===== src/rtl/swl1_pkg.sv =====
`timescale 1ns / 1ps
// ----------------------------------------------------------------------------
// swl1_pkg
// Shared types and constants of the subband weighted L1 norm core.
// ----------------------------------------------------------------------------
package swl1_pkg;

    // field widths
    localparam int COEF_W   = 24;
    localparam int WIDX_W   = 6;
    localparam int WGT_W    = 16;
    localparam int NORM_W   = 63;
    localparam int LEN_W    = 12;
    localparam int REG_DIMS = 6;
    localparam int WGT_DEPTH = 64;

    // magnitude path
    localparam int SQ_W       = 48;
    localparam int REM_W      = 26;
    localparam int ROOT_STEPS = 24;
    localparam int STEP_W     = 5;
    localparam int PROD_W     = COEF_W + WGT_W;

    // configuration port
    localparam int PADDR_W  = 5;
    localparam int PDATA_W  = 32;
    localparam logic [2:0] REG_LEN0 = 3'd0;
    localparam logic [2:0] REG_LEN5 = 3'd5;
    localparam logic [2:0] REG_CPLX = 3'd6;

    // action codes
    localparam logic [1:0] ACT_LOAD    = 2'd0;
    localparam logic [1:0] ACT_COEF    = 2'd1;
    localparam logic [1:0] ACT_RESTART = 2'd2;

    typedef enum logic [2:0] {
        S_IDLE,
        S_SQ,
        S_ADD,
        S_ROOT,
        S_MUL,
        S_ACC
    } t_state;

    // controller to datapath
    typedef struct packed {
        logic take;
        logic sq;
        logic add;
        logic root;
        logic mul;
        logic acc;
    } t_cmd;

    // datapath to controller
    typedef struct packed {
        logic coef;
        logic cplx;
        logic root_done;
        logic out_block;
    } t_sts;

endpackage


===== src/rtl/swl1_ctrl.sv =====
`timescale 1ns / 1ps
// ----------------------------------------------------------------------------
// swl1_ctrl
// Sequencer: steps one coefficient through magnitude (complex mode only), multiply and accumulate.
// ----------------------------------------------------------------------------
module swl1_ctrl (
    input  logic              i_clk,
    input  logic              i_rst_n,
    input  logic              i_valid,
    output logic              o_ready,
    input  swl1_pkg::t_sts    i_sts,
    output swl1_pkg::t_cmd    o_cmd
);

    swl1_pkg::t_state r_state, n_state;

    always_ff @(posedge i_clk) begin
        if (!i_rst_n) begin
            r_state <= swl1_pkg::S_IDLE;
        end else begin
            r_state <= n_state;
        end
    end

    // next state
    always_comb begin
        n_state = r_state;
        case (r_state)
            swl1_pkg::S_IDLE: begin
                if (i_valid && i_sts.coef) begin
                    n_state = i_sts.cplx ? swl1_pkg::S_SQ : swl1_pkg::S_MUL;
                end
            end
            swl1_pkg::S_SQ:   n_state = swl1_pkg::S_ADD;
            swl1_pkg::S_ADD:  n_state = swl1_pkg::S_ROOT;
            swl1_pkg::S_ROOT: begin
                if (i_sts.root_done) begin
                    n_state = swl1_pkg::S_MUL;
                end
            end
            swl1_pkg::S_MUL:  n_state = swl1_pkg::S_ACC;
            swl1_pkg::S_ACC: begin
                if (!i_sts.out_block) begin
                    n_state = swl1_pkg::S_IDLE;
                end
            end
            default: n_state = swl1_pkg::S_IDLE;
        endcase
    end

    // outputs
    always_comb begin
        o_cmd   = '0;
        o_ready = 1'b0;
        case (r_state)
            swl1_pkg::S_IDLE: begin
                o_ready    = 1'b1;
                o_cmd.take = i_valid;
            end
            swl1_pkg::S_SQ:   o_cmd.sq   = 1'b1;
            swl1_pkg::S_ADD:  o_cmd.add  = 1'b1;
            swl1_pkg::S_ROOT: o_cmd.root = 1'b1;
            swl1_pkg::S_MUL:  o_cmd.mul  = 1'b1;
            swl1_pkg::S_ACC:  o_cmd.acc  = !i_sts.out_block;
            default: o_cmd = '0;
        endcase
    end

`ifndef SYNTHESIS
    // a coefficient always starts a multi-cycle pass
    a_coef_busy: assert property (@(posedge i_clk) disable iff (!i_rst_n)
        (o_cmd.take && i_sts.coef) |=> (r_state != swl1_pkg::S_IDLE))
        else $error("coefficient transfer did not leave idle");
    // accumulate completes unless the result register is blocked
    a_acc_exit: assert property (@(posedge i_clk) disable iff (!i_rst_n)
        (r_state == swl1_pkg::S_ACC && !i_sts.out_block) |=> (r_state == swl1_pkg::S_IDLE))
        else $error("accumulate did not return to idle");
`endif

endmodule


===== config.mk =====
export PLATFORM = sky130hd
export DESIGN_NAME = swl1_ctrl
export DESIGN_NICKNAME = d
export VERILOG_FILES = /design/src/rtl/swl1_pkg.sv /design/src/rtl/swl1_ctrl.sv
export SDC_FILE = /design/constraint.sdc
export NUM_CORES = 1
export LEC_CHECK = 0
export BUFFER_PORTS_ARGS = -buffer_cell sky130_fd_sc_hd__buf_2
export CAP_MARGIN = 0
export CORE_AREA = 4 4 41 43
export DETAILED_ROUTE_END_ITERATION = 8
export DIE_AREA = 0 0 45 47
export SLEW_MARGIN = 5
export SYNTH_ARGS = -nofsm -noshare
export SYNTH_HDL_FRONTEND = slang
export SYNTH_SLANG_ARGS = --single-unit

===== constraint.sdc =====
create_clock -name i_clk -period 2.25 [get_ports i_clk]
set_input_delay 0.3375 -clock i_clk [delete_from_list [all_inputs] [get_ports i_clk]]
set_output_delay 0.3375 -clock i_clk [all_outputs]
set_load 0.05 [all_outputs]

==> impl_results.md <==
* Max reg flops at 3
* Hold Crit Class: in2reg
* Crit path cell chain: nor4bb_2 > buf_2
* Slew at the pin closest to its max-slew limit at between 0.3 and 0.4 ns
* GRT overflow at 0
* Unrepaired setup endpoints after global routing: false
* CTS max path bufs at 2
* Row cnt at 13
* R2r setup slk at between 1 and 1.5 ns
* Routed WL at between 500 and 600 µm
* Max-slew violations at 0
* Largest Register: r_state
* Via density at around 4.2
* Vias in the first global route at 229
* Slew HR at around 78%
* Post-layout min period at approximately 1.7 ns
* Placed inst area at about 300 µm²
* Area of the die at roughly 2100 µm²
* Clock Sinks at 3
* Port bufs at 13
* Yosys top cell by area: dfxtp_1
* Cts repair resizes at 0
* Final cycle utilization of the critical path at about three quarters
* Dpl ws at 0.799 ns
* Largest net degree at the start of global routing at 12
* Worst Setup Path Type: reg2out
* Synth top area share at 25.1%
* Design area at roughly 330 µm²
* CP arrival at ~1.4 ns
* Synth cell types at 18
* Count leader, synth: nor2_1
* Sequential-to-total area share from yosys stat at 25.1%
* Initial Util at 18.4%
* Clock Pin Slew Worst Setup and Hold Paths at around 0.040 ns
* DR iter-0 viols at 0
* Peak VDD IR at approximately 0.00019 V
* Number of remaining DRC errors at 0
* Top Ports at 14
* Total nets after synthesis at 35
* Ys async rst share at 0%
* Setup Viol. Count Final at 0
* Root Buffer: clkbuf_4
* HPWL after DPL at about 430 µm
* Nets at 50
* Post-synth EDFFs at 0
* Post-CTS Setup Bufs at 0
* DR vias at 241
* DRT Pass-1 Iters at 1
* Outcome: finished, final reports clean
* Startpoint types: flip-flop
* Worst path bufs/invs at 1
* Hold buffer count at CTS at 0
* Pwr dens at around 940 nW/µm²
* Pleak at 0.151 nW
* Maxcap violations at 0
* Top delay family on crit path: flip-flops
* Top Registers: r_state x3
* Crit path required time at 1.91 ns
* CTS Buf Count at 3
* Initial antenna violation count at 0
* Placer Congestion at 0.611
* Detail Route Antenna Nets at 0
* Gr usage total at ~6.0%
* Fraction of layout cells with a size suffix above 1 at ~50%
* Detailed-route wire length per cell at between 9 and 10 µm
* Top cells by area, synth: dfxtp_1 (25%), nor3_2 (13%), buf_6 (9.4%), nor2_1 (6.3%), and2_1 (5.2%)
* Setup slack after layout at between 0.5 and 0.6 ns
* Top FF cell, synth: dfxtp_1
* Final Hold Violating Endpoints at 0
* FF+latch count, synth at 3
* Fmax at a little under 600 MHz
* Layout area overhead at 36.1%
* Crit-path max cell delay at 0.51 ns
* Post-Syn Area at about 240 µm²
* Final clock skew at around 0.00039 ns
* Reg area at between 60 and 70 µm²
* Hold Worst Slack at roughly 0.39 ns
* Setup TNS at 0 ns
* Synth cell count leaders: nor2_1 (4), dfxtp_1 (3), nor3_2 (3)
* Die Ht at between 40 and 50 µm
* Ant. Diodes at 0
* Crit Path Max Fanout at 11
* CP max stage cell: dfxtp_1
* Clock latency on the worst-skew pair at about 0.23 ns
* Mapped Cells at 28
* Ys Warns at 0
* First-pass GRT wire length at 848 µm
* CP endpoint kind: primary output
* DIE WIDTH at ~45 µm
* Fill cell count at ~160
* Area of the multi-input gates at around 160 µm²
* Syn Area/Cell at ~8.5 µm²
* H-tree lvl count at 1
* CTS tree: built
* Core area at 1300 µm²
-- kinds of logic (layout without fill, tap and decap cells) --
logic type             count (synthesis)  count (layout)  share of synthesized area, %
AOI/OAI and AO/OA                      5               5                          16.8
buffers and inverters                  3              17                          12.6
DFF                                    3               3                          25.1
and+or+nand+nor                       17              17                          45.6
-- final cells by class --
class	count	area share, %
Multi-Input combinational cell	22	47.7
Timing Repair Buffer	13	20.0
Sequential cell	3	18.5
Clock buffer	4	8.08
Tap cell	15	5.77
-- final timing paths --
path                             end               startpoint  depth (start not counted)
max                         o_cmd[0]  r_state[2]$_SDFFE_PN0P_                          2
min          r_state[1]$_SDFFE_PN0P_                  i_rst_n                          2
max reg2reg  r_state[0]$_SDFFE_PN0P_  r_state[2]$_SDFFE_PN0P_                          3
min reg2reg  r_state[1]$_SDFFE_PN0P_  r_state[0]$_SDFFE_PN0P_                          2
-- through the flow --
step | utilization [%] | power [W] | std cells
6_report | 25.0 | 0.000307 | 57
5_1_grt | 25.0 | 0.000324 | 57
4_1_cts | 25.0 | 0.000314 | 57
3_5_place_dp | 23.0 | 0.000216 | 53
3_3_place_gp | 23.0 | 0.000214 | 53
2_1_floorplan | - | 0.000199 | 28
-- per-layer routing --
layer,wire length [µm],GRT usage (%),vias up
met5,0,0,-
met4,0,7.02,0
met3,49,3.07,0
met2,304,9.89,4
met1,177,4.76,109
li1,-,-,128
-- where the power goes --
part / switching [W] / internal, W / leakage, nW / total (W)
logic: 0.0000899 / 0.0000436 / 0.111 / 0.000133
clock network: 0.0000279 / 0.0000665 / 0.0150 / 0.0000944
registers: 0.0000185 / 0.0000611 / 0.0245 / 0.0000795
total: 0.000136 / 0.000171 / 0.151 / 0.000307
-- cells in the final DEF (no fill, tap or decap), types with 2 or more instances in the layout --
| cell | netlist | layout |
|---|---|---|
| nor3_2 | 3 | 3 |
| nand2_1 | 2 | 2 |
| and2_1 | 2 | 2 |
| nor2_1 | 4 | 4 |
| clkbuf_4 | 0 | 3 |
| dfxtp_1 | 3 | 3 |
| buf_2 | 0 | 13 |
(Power assumes the default switching activity.)
